--- src/rtl/stl_pkg.sv ---
// Shared types and constants of the script token lexer.
`default_nettype none
package stl_pkg;

    localparam int STORE_BYTES = 32;
    localparam int TEXT_BITS   = STORE_BYTES * 8;
    localparam int TDATA_BITS  = 360;

    localparam logic [2:0] ERR_NONE       = 3'd0;
    localparam logic [2:0] ERR_OPEN_STR   = 3'd1;
    localparam logic [2:0] ERR_STR_LONG   = 3'd2;
    localparam logic [2:0] ERR_OPEN_CMT   = 3'd3;
    localparam logic [2:0] ERR_ILLEGAL    = 3'd4;
    localparam logic [2:0] ERR_IDENT_LONG = 3'd5;

    localparam logic [5:0] KIND_LAST = 6'd39;

    typedef struct packed {
        logic [5:0]           kind;
        logic [31:0]          number_value;
        logic [5:0]           text_length;
        logic [TEXT_BITS-1:0] text;
        logic [19:0]          start_offset;
        logic [19:0]          start_line;
        logic [19:0]          start_column;
        logic [2:0]           error_code;
        logic                 last_of_run;
    } t_res;

    typedef struct packed {
        logic [1:0] count;
        t_res       res0;
        t_res       res1;
    } t_push;

endpackage
`default_nettype wire

--- src/rtl/stl_queue.sv ---
// Four-entry result queue that takes up to two results and gives one per cycle when popped.
`default_nettype none
module stl_queue import stl_pkg::*; (
    input  wire logic i_clk,
    input  wire logic i_rst_n,
    input  t_push     i_push,
    input  wire logic i_pop,
    output logic      o_room,
    output logic      o_valid,
    output t_res      o_head
);
    t_res       r_mem [4];
    logic [1:0] r_wr, r_rd;
    logic [2:0] r_count;

    assign o_room  = r_count <= 3'd2;
    assign o_valid = r_count != 3'd0;
    assign o_head  = r_mem[r_rd];

    always_ff @(posedge i_clk) begin
        if (i_push.count != 2'd0) begin
            r_mem[r_wr] <= i_push.res0;
        end
        if (i_push.count == 2'd2) begin
            r_mem[r_wr + 2'd1] <= i_push.res1;
        end
    end

    always_ff @(posedge i_clk) begin
        if (!i_rst_n) begin
            r_wr <= '0;
            r_rd <= '0;
            r_count <= '0;
        end else begin
            r_wr <= r_wr + i_push.count;
            r_rd <= r_rd + {1'b0, i_pop};
            r_count <= r_count + {1'b0, i_push.count} - {2'b00, i_pop};
        end
    end
endmodule
`default_nettype wire

--- config.mk ---
export PLATFORM = sky130hd
export DESIGN_NAME = stl_queue
export DESIGN_NICKNAME = d
export VERILOG_FILES = /design/src/rtl/stl_pkg.sv /design/src/rtl/stl_queue.sv
export SDC_FILE = /design/constraint.sdc
export NUM_CORES = 2
export LEC_CHECK = 0
export ABC_AREA = 1
export BUFFER_PORTS_ARGS = -buffer_cell sky130_fd_sc_hd__buf_2
export CORE_AREA = 3 3 429 431
export DETAILED_ROUTE_END_ITERATION = 7
export DIE_AREA = 0 0 432 434
export GPL_TIMING_DRIVEN = 0
export PLACE_DENSITY_LB_ADDON = 0.12
export SYNTH_ARGS = -nofsm -noshare
export SYNTH_HDL_FRONTEND = slang
export SYNTH_SLANG_ARGS = --single-unit
--- constraint.sdc ---
create_clock -name i_clk -period 15 [get_ports i_clk]
set_input_delay 2.25 -clock i_clk [delete_from_list [all_inputs] [get_ports i_clk]]
set_output_delay 2.25 -clock i_clk [all_outputs]
set_load 0.005 [all_outputs]
== Word level (Yosys, flattened, before mapping) ==
Memories as Yosys holds them, arrays and structs flattened. A register that Yosys moved wholly into a read port is not among the register bits.
Index checks and enable logic that the tools add are counted.
Operators by class
  add/sub/neg operators: 5
  reduce and logical (&&, ||, !) cells: 2
  eq/ne operators: 1
  muxes and demuxes: 5
  order comparisons: 1
Operators with widths (count)
  2-to-1 mux 1 bit: 4
  adder 3 x 2 -> 3 bit: 1
  less-or-equal comparator 3 x 2 -> 1 bit (second input constant): 1
  nonzero test 3 bit: 1
  subtractor 3 x 1 -> 3 bit: 1
  adder 2 x 1 -> 2 bit: 1
  adder 2 x 1 -> 2 bit (second input constant): 1
  adder 2 bit: 1
  == test 2 bit (second input constant): 1
  2-to-1 mux 2 bit: 1
  nonzero test 2 bit: 1
Word-level totals
  memory bits (writable): 1456
  memories: 1
  word-level logic and storage cells: 18
  output and inout bits: 366
  bits in registers: 7
  bits of input ports: 733
Memory list
  r_mem: words 4, bits a word 364, read ports 1, clocked after memory_dff 1, write ports 2, line stl_queue.sv:12  | t_res r_mem [4];

== Depth between registers and ports, before layout ==
  depth in word-level cells: 3
  gate-level depth with buffers: 8
  depth with buffers taken out: 8

== Worst setup path before layout ==
No wires, ideal clock.
  kind: input to register
  from: input i_push[729] in the netlist's numbering
  to: memory r_mem[3][0] in the netlist's numbering, enable pin
  stages on the path: 5
  path buffers: 1
  data arrival time: 8.743 ns
  library setup time: 2.665 ns
  setup slack: 3.591 ns
  data required time: 12.335 ns
  cells stage by stage: inv_2 -> nor2_8 -> nand2_4 -> clkbuf_1 -> nand2_1
RTL lines
  start: declaration: line stl_queue.sv:6  | input t_push i_push,
  end: declaration: line stl_queue.sv:12

==> impl_metrics.csv <==
group,metric,value,unit
yosys,synth_fp_nets,8648,
critical_path,rrSetupSlack,11.32,ns
yosys,synth_cell_types,26,
grt,grt.overflow.total,0,
power_and_ir_drop,total_power,11.0,mW
detailed_routing,dr_total_vias,64000,
finish,drive_gt1_share,19.1,%
finish,nets,9945,
critical_path,reg2reg_depth,6,
critical_path,crit_path_start_kind,"register",
power_and_ir_drop,switching_share,29.2,%
finish,fillers,17300,
placed_design,dpl.hpwl,207000,um
yosys,ys_seq_area_share,59.9,%
min_path,hold_path_class,"register to register",
power_and_ir_drop,pwr-share-comb,18.5,%
clock_network,cts_buffer_depth,3,
clock_network,hold_buffers,0,
floorplanning,ios,1099,
clock_network,cts_root_buffer,"clkbuf_16",
timing,finalHoldViolCount,0,
placed_design,dpl.cell_count,11400,
yosys,yosys.area_share.adder,0.113,%
placed_design,gp_congestion,0.927,
timing,slew_headroom,13.4,%
finish,final_cells,11800,
yosys,syn_inst,7909,
finish,final_common_cell,"nand2_1",
critical_path,cp_max_fo,10,
power_and_ir_drop,clock_power_share,35.7,%
grt,first_global_vias,60700,
grt,grt_max_degree,56,
yosys,syn_avg_cell_area,9.26,sq um
timing,holdWs,0.559,ns
timing,worst_pin_slew,1.30,ns
timing,drv_slew,0,
yosys,yosys_warnings,0,
floorplanning,dieArea,187000,sq um
job,cap_violations,0,
yosys,synth-simple-area-share,11.4,%
finish,multi_input_area,22200,sq um
yosys,synthMuxAreaShare,0,%
clock_network,htreeDepth,4,
floorplanning,initial_core_util,40.6,%
critical_path,rr_endpoint,"r_mem[0][12]",
clock_network,clk_pin_slew,0.06,ns
detailed_routing,final_antenna_net_count,0,
min_path,holdCritStartpoint,"r_rd[0]",
power_and_ir_drop,p_int,7.77,mW
status,status,"completed",
timing,setup_viol,0,
yosys,synth_xor_area_share,0.0120,%
power_and_ir_drop,p_leak,38.8,nW
yosys,synth_seq_cells,1463,
detailed_routing,drc,0,
clock_network,clk_latency,0.83,ns
timing,fin_crit_sh,38.5,%
detailed_routing,vias_per_cell,5.41,
grt,grt_pass1_wl,419000,um
yosys,synth_compound_area_share,18.7,%
floorplanning,chipWidth,432,um
finish,final-seq-area,43900,sq um
critical_path,reg2reg_from,"r_wr[0]",
detailed_routing,drtIter0Drc,6712,
critical_path,cp.required,12.75,ns
grt,antenna_found_initial,177,
floorplanning,core_region_area,181000,sq um
power_and_ir_drop,power.switching,3.21,mW
min_path,hold_depth,3,
timing,min_period,5.77,ns
critical_path,worstPathArrival,3.52,ns
power_and_ir_drop,p_seq_share,45.8,%
finish,area_delta_synth_final,20.1,%
power_and_ir_drop,ir_worst_vdd,0.0000776,V
power_and_ir_drop,p_per_area,125,nW/um^2
finish,final_cell_mix,"nand2_1, edfxtp_1, buf_2, inv_1, o21ai_1",
critical_path,setup.worst_path.class,"register to output port",
floorplanning,rows,156,
detailed_routing,drt-total-wl,296000,um
clock_network,cts_buffers,166,
yosys,syn_area,73200,sq um
detailed_routing,wl_per_cell,25.0,um
placed_design,port_buffers,1098,
detailed_routing,dr.pass1.iters,6,
yosys,synth_top_family_by_area,"compound AO/OA/AOI/OAI gates",
clock_network,cts_tree,"yes",
finish,fin_util,48.7,%
timing,max_freq,0.173,GHz
clock_network,clock-sinks,1463,
grt,grt_usage,30.6,%
timing,fin_worst_skew,0.0279,ns
clock_network,post-cts-setup-buffers,0,
critical_path,end_kind,"output port",
min_path,min_to,"r_rd[0]",
floorplanning,die_y,434,um
critical_path,critPathLaunch,"r_rd[1]",
clock_network,post_cts_resized,0,
timing,rsz0062_at_grt,"false",
[sequential cells by signal (all words and copies together), names as in the netlist]
| name | count |
|---|---|
| r_wr | 2 |
| r_count | 3 |
| r_mem | 1456 |
| r_rd | 2 |
[stage by stage]
stage / area (sq um) / setup WS [ns] / TNS [ns]
2_1_floorplan: 73200 / 3.59 / 0
3_3_place_gp: 81700 / -5.63 / -7832.50
3_5_place_dp: 82600 / 9.10 / 0
4_1_cts: 87600 / 9.06 / 0
5_1_grt: 87900 / 9.04 / 0
6_report: 88000 / 9.23 / 0
[Yosys cell counts]
library cell,number,share of area [%]
dfxtp_1,7,0.19
nor2_8,1,0.027
o211ai_1,364,3.7
nand2_2,2,0.017
ha_1,5,0.085
edfxtp_1,1456,60
nand2_4,1,0.015
clkbuf_1,131,0.67
nor2_2,1,0.0085
nand3b_1,1,0.010
xnor2_1,1,0.012
clkbuf_2,8,0.055
nand3_1,4,0.027
buf_1,5,0.026
a21oi_1,367,2.5
buf_2,317,2.2
nand4_2,1,0.017
inv_1,1104,5.7
inv_2,3,0.015
o21ai_0,723,4.9
nand2_1,2202,11
buf_6,48,0.74
buf_4,54,0.55
fa_1,1,0.027
o21ai_1,1097,7.5
nor2_1,5,0.026
[layout make-up]
type                    count  share of cell area (%)
diodes                    132                   0.376
plain buffers             563                    3.51
clock buffers             211                    5.08
clock inverters            81                   0.673
inverters                1107                    4.72
multi-input cells        4776                    25.2
flip-flops and latches   1463                    49.9
well taps                2370                    3.37
repair buffers           1129                    7.18
[power groups by stage]
| stage | Clock [mW] | Sequential [mW] | Combinational (mW) |
|---|---|---|---|
| global route | 4.11 | 5.06 | 2.20 |
| CTS | 3.95 | 5.03 | 2.03 |
| finish | 3.93 | 5.03 | 2.03 |
| floorplan | 0 | 5.26 | 0.975 |
| global placement | 0 | 5.44 | 1.94 |
| detailed placement | 0 | 5.11 | 2.03 |
[routing by layer]
metal | wire length (um) | global-route usage (%) | up-vias
li1 | - | - | 29500
met5 | 176 | 0 | -
met3 | 23900 | 5.68 | 688
met1 | 112000 | 37.9 | 30700
met4 | 19700 | 20.7 | 26
met2 | 140000 | 48.9 | 3082
[kinds of logic after synthesis]
logic type	after synthesis
compound gates	2551
simple gates	2218
buf+inv	1670
flops	1463
fa+ha+maj	6
xor+xnor	1
[worst max-delay path, cell delays in order (launching register included)]
cell	delay, ns
dfxtp_1	0.30
buf_2	0.31
clkbuf_1	0.89
clkbuf_1	0.58
o211ai_1	0.22
nand2_1	0.20
buf_2	0.21
[how the worst max path moves through the flow]
stage	slack, ns	cells past startpoint	to
5_1_grt	9.04	6	o_head[152]
3_5_place_dp	9.10	8	r_mem[0][70]
2_1_floorplan	3.59	5	r_mem[3][0]
3_3_place_gp	-5.63	5	r_mem[0][79]
4_1_cts	9.06	6	o_head[251]
6_report	9.23	6	o_head[251]
(Power assumes the default switching activity.)
