**src/rtl/stl_pkg.sv**
```systemverilog
// Shared types and constants of the script token lexer.
`default_nettype none
package stl_pkg;

    localparam int STORE_BYTES = 32;
    localparam int TEXT_BITS   = STORE_BYTES * 8;
    localparam int TDATA_BITS  = 360;

    localparam logic [2:0] ERR_NONE       = 3'd0;
    localparam logic [2:0] ERR_OPEN_STR   = 3'd1;
    localparam logic [2:0] ERR_STR_LONG   = 3'd2;
    localparam logic [2:0] ERR_OPEN_CMT   = 3'd3;
    localparam logic [2:0] ERR_ILLEGAL    = 3'd4;
    localparam logic [2:0] ERR_IDENT_LONG = 3'd5;

    localparam logic [5:0] KIND_LAST = 6'd39;

    typedef struct packed {
        logic [5:0]           kind;
        logic [31:0]          number_value;
        logic [5:0]           text_length;
        logic [TEXT_BITS-1:0] text;
        logic [19:0]          start_offset;
        logic [19:0]          start_line;
        logic [19:0]          start_column;
        logic [2:0]           error_code;
        logic                 last_of_run;
    } t_res;

    typedef struct packed {
        logic [1:0] count;
        t_res       res0;
        t_res       res1;
    } t_push;

endpackage
`default_nettype wire

```
**src/rtl/stl_back.sv**
```systemverilog
// Output stage: holds one result at a time on the master-side stream.
`default_nettype none
module stl_back import stl_pkg::*; (
    input  wire logic                  i_clk,
    input  wire logic                  i_rst_n,
    input  wire logic                  i_q_valid,
    input  t_res                       i_q_head,
    output logic                       o_pop,
    output logic                       o_valid,
    input  wire logic                  i_ready,
    output logic [TDATA_BITS-1:0]      o_tdata,
    output logic [5:0]                 o_tuser,
    output logic                       o_tlast
);
    logic r_valid;
    t_res r_res;

    assign o_pop   = i_q_valid && (!r_valid || i_ready);
    assign o_valid = r_valid;
    assign o_tuser = r_res.kind;
    assign o_tlast = r_res.last_of_run;
    assign o_tdata = {3'd0, r_res.error_code, r_res.start_column, r_res.start_line,
                      r_res.start_offset, r_res.text, r_res.text_length,
                      r_res.number_value};

    always_ff @(posedge i_clk) begin
        if (!i_rst_n) begin
            r_valid <= 1'b0;
        end else if (o_pop) begin
            r_valid <= 1'b1;
        end else if (i_ready) begin
            r_valid <= 1'b0;
        end
    end

    always_ff @(posedge i_clk) begin
        if (o_pop) begin
            r_res <= i_q_head;
        end
    end
endmodule
`default_nettype wire

```
**config.mk**
```make
export PLATFORM = sky130hd
export DESIGN_NAME = stl_back
export DESIGN_NICKNAME = d
export VERILOG_FILES = /design/src/rtl/stl_pkg.sv /design/src/rtl/stl_back.sv
export SDC_FILE = /design/constraint.sdc
export NUM_CORES = 1
export LEC_CHECK = 0
export ABC_AREA = 1
export BUFFER_PORTS_ARGS = -buffer_cell sky130_fd_sc_hd__clkbuf_2
export CAP_MARGIN = 20
export CORE_AREA = 2 2 285 287
export DETAILED_ROUTE_END_ITERATION = 12
export DIE_AREA = 0 0 287 289
export MAX_ROUTING_LAYER = met4
export SYNTH_ARGS = -nofsm -noshare
export SYNTH_HDL_FRONTEND = slang
export SYNTH_SLANG_ARGS = --single-unit
```
**constraint.sdc**
```tcl
create_clock -name i_clk -period 43.3 [get_ports i_clk]
set_clock_uncertainty 0.1 [all_clocks]
set_input_delay 6.495 -clock i_clk [delete_from_list [all_inputs] [get_ports i_clk]]
set_output_delay 6.495 -clock i_clk [all_outputs]
set_load 0.01 [all_outputs]
```
**Yosys cells after proc, flatten, opt, wreduce, memory -nomap -nowiden**

Index checks and enable logic that the tools add are counted.

- Muxes and demuxes: 2
- Reductions and logical operators: 4

Operator list:

| operator | number |
|---|---|
| 2-to-1 mux 1 bit | 2 |
| nonzero test 2 bit | 1 |
| logical AND 1 bit | 1 |
| logical NOT 1 bit | 1 |
| logical OR 1 bit | 1 |

- Register bits: 365
- Input port bits: 368

**Longest topological paths before layout**

Gate-level depths: netlist of the first run.

- Depth after elaboration: 4
- Mapped depth: 3
- Gate-level depth less buffers: 3

**Worst setup path after synthesis of the first run**

OpenSTA, ideal clock, no wires.

- Path type: input port to output port
- Start point: input i_q_valid
- End point: output o_pop
- Arrival time: 24.143 ns
- Data required time: 36.705 ns
- Setup slack: 12.562 ns
- Stages: 2
- Cell sequence: inv_1 > a21oi_1

- Longest elaborated chain between the ends: 1

Ends and longest elaborated chain:

| element | RTL line | source |
|---|---|---|
| from (decl) | stl_back.sv:6 | `input wire logic i_q_valid,` |
| logical AND 1 bit | stl_back.sv:18 | `assign o_pop = i_q_valid && (!r_valid \|\| i_ready);` |
| to (decl) | stl_back.sv:8 | `output logic o_pop,` |

No other way between the ends.

**Worst setup path after layout of the first run**

Ends and elaborated chain as after synthesis.

==> out/metrics.yaml, run 1 <==
seq_area_frac_synth: 0.995
max_cap_viol_count: 0
place.gp.congestion: 0.881
layout_common_cells: "clkbuf_2 (733), edfxtp_1 (364), clkbuf_16 (43)"
dieArea_sq_um: 82900
tightest_slew_ns: 1.02
rsz0062_at_grt: "false"
cp.required_ns: 36.71
slew_headroom: 0.318
min_path_cells: 2
power_mw: 0.822
start_util: 0.138
root_buffer: "clkbuf_16"
critPathKind: "in -> out"
reg2reg_to: "o_tdata[101]"
wirelength_mm: 35.6
clkPwrFrac: 0.416
setup_viol: 0
portBuffers: 733
end_kind: "output pin"
first_global_vias: 7297
antenna_found_initial: 5
numCtsBuffers: 41
pwr-share-comb: 0.072
finalHoldViolations: 0
cts_resized: 0
p_leak_nw: 7.27
fillers: 8499
powerDensity_nw_per_um2: 47.3
drv_slew: 0
clkTransAtPathRegs_ns: 0.06
final_nets: 1523
final_common_cell: "clkbuf_2"
drt_iter0_markers: 339
rr_worst_depth: 4
clock_latency_ns: 0.55
place_inst: 2172
post_cts_buffers: 0
hp-class: "reg -> reg"
rrSetupSlack_ns: 39.78
routedWlPerCell_um: 15.8
p_sw_frac: 0.218
r2r_start: "o_valid"
firstDrtPassIters: 4
fp.dieH_um: 289
vias: 6871
grt_pass1_wl_mm: 46.6
p_seq_frac: 0.512
status: "complete, no violations"
yosysWarnings: 0
fin_tns_setup_ns: 0
clockBufferDepth: 3
syn_avg_cell_area_sq_um: 29.4
layout-drive-gt1-share: 0.677
ys_ff_latch: 365
chipWidth_um: 287
min_period_ns: 14.27
netlist_area_sq_um: 11000
p_switching_mw: 0.179
drt-vias-per-instance: 3.06
syn_inst: 375
overflow: 0
cp_max_fo: 65
grt_usage: 0.0805
area_delta_synth_final_pct: 57.9
cts.htree.levels: 2
min_period_over_period: 0.329
cts_tree: "yes"
p_int_mw: 0.643
cts_sinks: 365
io_pins: 737
arrival_ns: 7.67
drc: 0
hold_buffers: 0
yosysUniqueCellTypes: 9
rows: 104
fin_util: 0.217
ir_worst_vdd_mv: 0.0347
hold_start: "o_valid"
grt_max_degree: 82
fmax_mhz: 70.1
core_sq_um: 79900
final_cells: 2249
ant_nets: 0
worstHoldEndpoint: "o_valid"
dp_hpwl_mm: 28.6
start_kind: "primary input"
through the flow:
step	hold WS, ns	worst slack, ns	instance area, sq um
4_1_cts	0.433	29.01	17400
2_1_floorplan	0.396	12.56	11000
3_5_place_dp	0.425	29.00	16000
5_1_grt	0.452	28.91	17400
3_3_place_gp	0.402	29.03	16000
6_report	0.433	29.03	17400
flip-flops by register name, indices dropped and copies added, names as in the netlist:
signal   flops
o_tuser      6
o_valid      1
o_tlast      1
o_tdata    357
worst max-delay path by stage:
stage | start | to | slack, ns | depth (start not counted)
4_1_cts | i_q_valid | o_pop | 29.01 | 5
5_1_grt | i_q_valid | o_pop | 28.91 | 5
6_report | i_q_valid | o_pop | 29.03 | 5
3_3_place_gp | i_q_valid | o_pop | 29.03 | 5
2_1_floorplan | i_q_valid | o_pop | 12.56 | 2
3_5_place_dp | i_q_valid | o_pop | 29.00 | 5
critical path, cell delays in order:
cell and delay [ns]:
clkbuf_2 0.08, inv_1 0.07, a21oi_4 0.11, buf_4 0.65
clkbuf_2 0.26
cells in the mapped netlist:
library cell,instances,share of area
buf_4,3,0.0020
a21oi_1,1,0.00045
nand2_2,1,0.00057
dfxtp_1,1,0.0018
a21oi_2,1,0.00080
inv_1,2,0.00068
inv_2,1,0.00034
conb_1,1,0.00034
edfxtp_1,364,0.99
final cells by class:
cell class	count	area, sq um	area share
Antenna cell	5	12.5	0.000720
Clock buffer	48	1090	0.0630
Clock inverter	24	233	0.0134
Inverter	3	11.3	0.000648
Multi-Input combinational cell	6	42.5	0.00245
Sequential cell	365	11000	0.630
Tap cell	1060	1330	0.0763
Timing Repair Buffer	738	3710	0.213
power by group through the flow:
stage	clock network (mW)	registers, mW	logic, mW
after global placement	0	0.428	0.0600
after global routing	0.369	0.423	0.0644
after floorplan	0	0.452	0.00658
after detailed placement	0	0.428	0.0610
final	0.342	0.421	0.0591
after CTS	0.356	0.421	0.0611
cell families after synthesis:
kind of cell	share of synthesized area
flops	0.995
buf+inv	0.00307
other cells	0.000341
simple gates	0.000569
compound gates	0.00125
per-layer routing:
metal  wire (um)  vias up  GRT usage
li1            -     3089          -
met1       11600     3270     0.0747
met2       18200      458      0.139
met3        4730       54     0.0423
met4         994        0     0.0324
met5           0        -          -
(Power assumes the default switching activity.)
==> inputs of run 2 (changes only) <==
--- a/config.mk
+++ b/config.mk
@@ -5,7 +5,7 @@
 export SDC_FILE = /design/constraint.sdc
 export NUM_CORES = 1
 export LEC_CHECK = 0
-export ABC_AREA = 1
+export ABC_AREA = 0
 export BUFFER_PORTS_ARGS = -buffer_cell sky130_fd_sc_hd__clkbuf_2
 export CAP_MARGIN = 20
 export CORE_AREA = 2 2 285 287
==> constraint.sdc (replaced) <==
create_clock -name i_clk -period 14.97 [get_ports i_clk]
set_clock_uncertainty 0.1 [all_clocks]
set_input_delay 2.2455 -clock i_clk [delete_from_list [all_inputs] [get_ports i_clk]]
set_output_delay 2.2455 -clock i_clk [all_outputs]
set_load 0.01 [all_outputs]
==> out/metrics.yaml, run 2 <==
status: "complete, no violations"
async_flop_share: 0
final_cells: 2245
clock_latency_ns: 0.54
synth.most_common_cell: "edfxtp_1"
clockBufferDepth: 3
rr_worst_depth: 5
max_cap_viol_count: 0
fin_tns_setup_ns: 0
drt-vias-per-instance: 3.03
finalHoldViolations: 0
yosysTopAreaCellShare: 0.993
grt_usage: 0.0765
numCtsBuffers: 40
grt_max_degree: 150
chipWidth_um: 287
synth_edf_count: 364
first_global_vias: 7119
hold_buffers: 0
overflow: 0
rsz0062_at_grt: "false"
synth_commonest_cells: "edfxtp_1 (364), buf_4 (3)"
power_mw: 2.33
drv_slew: 0
antenna_found_initial: 8
io_pins: 737
slew_headroom: 0.363
syn_inst: 372
synth_top_cell_by_area: "edfxtp_1"
wirelength_mm: 34.0
cts.htree.levels: 2
fin_util: 0.217
p_leak_nw: 7.22
final_common_cell: "clkbuf_2"
syn_avg_cell_area_sq_um: 29.6
cts_sinks: 365
cp_max_fo: 25
yosysUniqueCellTypes: 7
stdcell_area_sq_um: 17300
start_kind: "primary input"
dp_hpwl_mm: 27.0
place_area_sq_um: 16000
hold_ws_ns: 0.541
setup_viol: 0
area_delta_synth_final_pct: 57.3
drc: 0
layout_common_cells: "clkbuf_2 (733), edfxtp_1 (364), clkbuf_16 (41)"
arrival_ns: 3.24
place_inst: 2168
routedWlPerCell_um: 15.1
hp-class: "reg -> reg"
synth.area.top_cells: "edfxtp_1 (99%), buf_4 (0.20%), dfxtp_1 (0.18%)"
place.gp.congestion: 0.901
min_period_ns: 5.59
root_buffer: "clkbuf_16"
post_cts_buffers: 0
netlist_area_sq_um: 11000
fillers: 8497
fp.dieH_um: 289
grt_pass1_wl_mm: 44.8
finalWorstSetupSlack_ns: 9.38
critPathKind: "in -> out"
start_util: 0.138
ant_nets: 0
synth_ff_type: "edfxtp_1"
min_path_cells: 2
core_sq_um: 79900
rows: 104
cp.required_ns: 12.62
min_period_over_period: 0.373
final_nets: 1518
yosysWarnings: 0
dieArea_sq_um: 82900
portBuffers: 733
clkTransAtPathRegs_ns: 0.06
seq_area_frac_synth: 0.995
fmax_mhz: 179
layout-drive-gt1-share: 0.674
drt_iter0_markers: 316
vias: 6807
powerDensity_nw_per_um2: 135
largest_reg_flops: 357
cts_resized: 0
pre_cts_slack_ns: 9.04
tightest_slew_ns: 0.956
ys_ff_latch: 365
firstDrtPassIters: 4
end_kind: "output pin"
ir_worst_vdd_mv: 0.103
cts_tree: "yes"
run 2: worst paths after layout:
| kind | startpoint | to | slack [ns] |
|---|---|---|---|
| max | i_ready | o_pop | 9.38 |
| min | o_valid | o_valid | 0.54 |
| max reg2reg | o_valid | o_tdata[233] | 11.11 |
| min reg2reg | o_valid | o_valid | 0.54 |
run 2: logic make-up after synthesis:
logic type	count (synthesis)	share of synthesized area
AND/OR/NAND/NOR	2	0.00182
other	1	0.000341
AO/OA/AOI/OAI	1	0.000682
buffers and inverters	3	0.00205
flip-flops	365	0.995
run 2: layout make-up:
| cell class | instances | area, sq um | area share |
|---|---|---|---|
| clock buffers | 53 | 1090 | 0.0630 |
| repair buffers | 737 | 3710 | 0.214 |
| flip-flops and latches | 365 | 11000 | 0.633 |
| multi-input cells | 6 | 46.3 | 0.00267 |
| diodes | 8 | 20.0 | 0.00116 |
| well taps | 1060 | 1330 | 0.0766 |
| clock inverters | 16 | 163 | 0.00940 |
run 2: metal layers:
| metal | GRT usage | vias to the layer above | part of all wire |
|---|---|---|---|
| li1 | - | 3080 | - |
| met1 | 0.0717 | 3213 | 0.33 |
| met2 | 0.134 | 463 | 0.52 |
| met3 | 0.0363 | 51 | 0.12 |
| met4 | 0.0318 | 0 | 0.032 |
| met5 | - | - | 0 |
run 2: power by group:
part	switching, mW	total [mW]	leakage (nW)	internal [mW]
registers	0.0186	1.22	3.53	1.20
logic	0.0979	0.168	3.09	0.0706
clock network	0.385	0.947	0.599	0.562
total	0.501	2.33	7.22	1.83
run 2: worst max-delay path: stages:
cell      delay (ns)
clkbuf_2        0.10
nor2b_4         0.05
nor2b_4         0.58
clkbuf_2        0.26
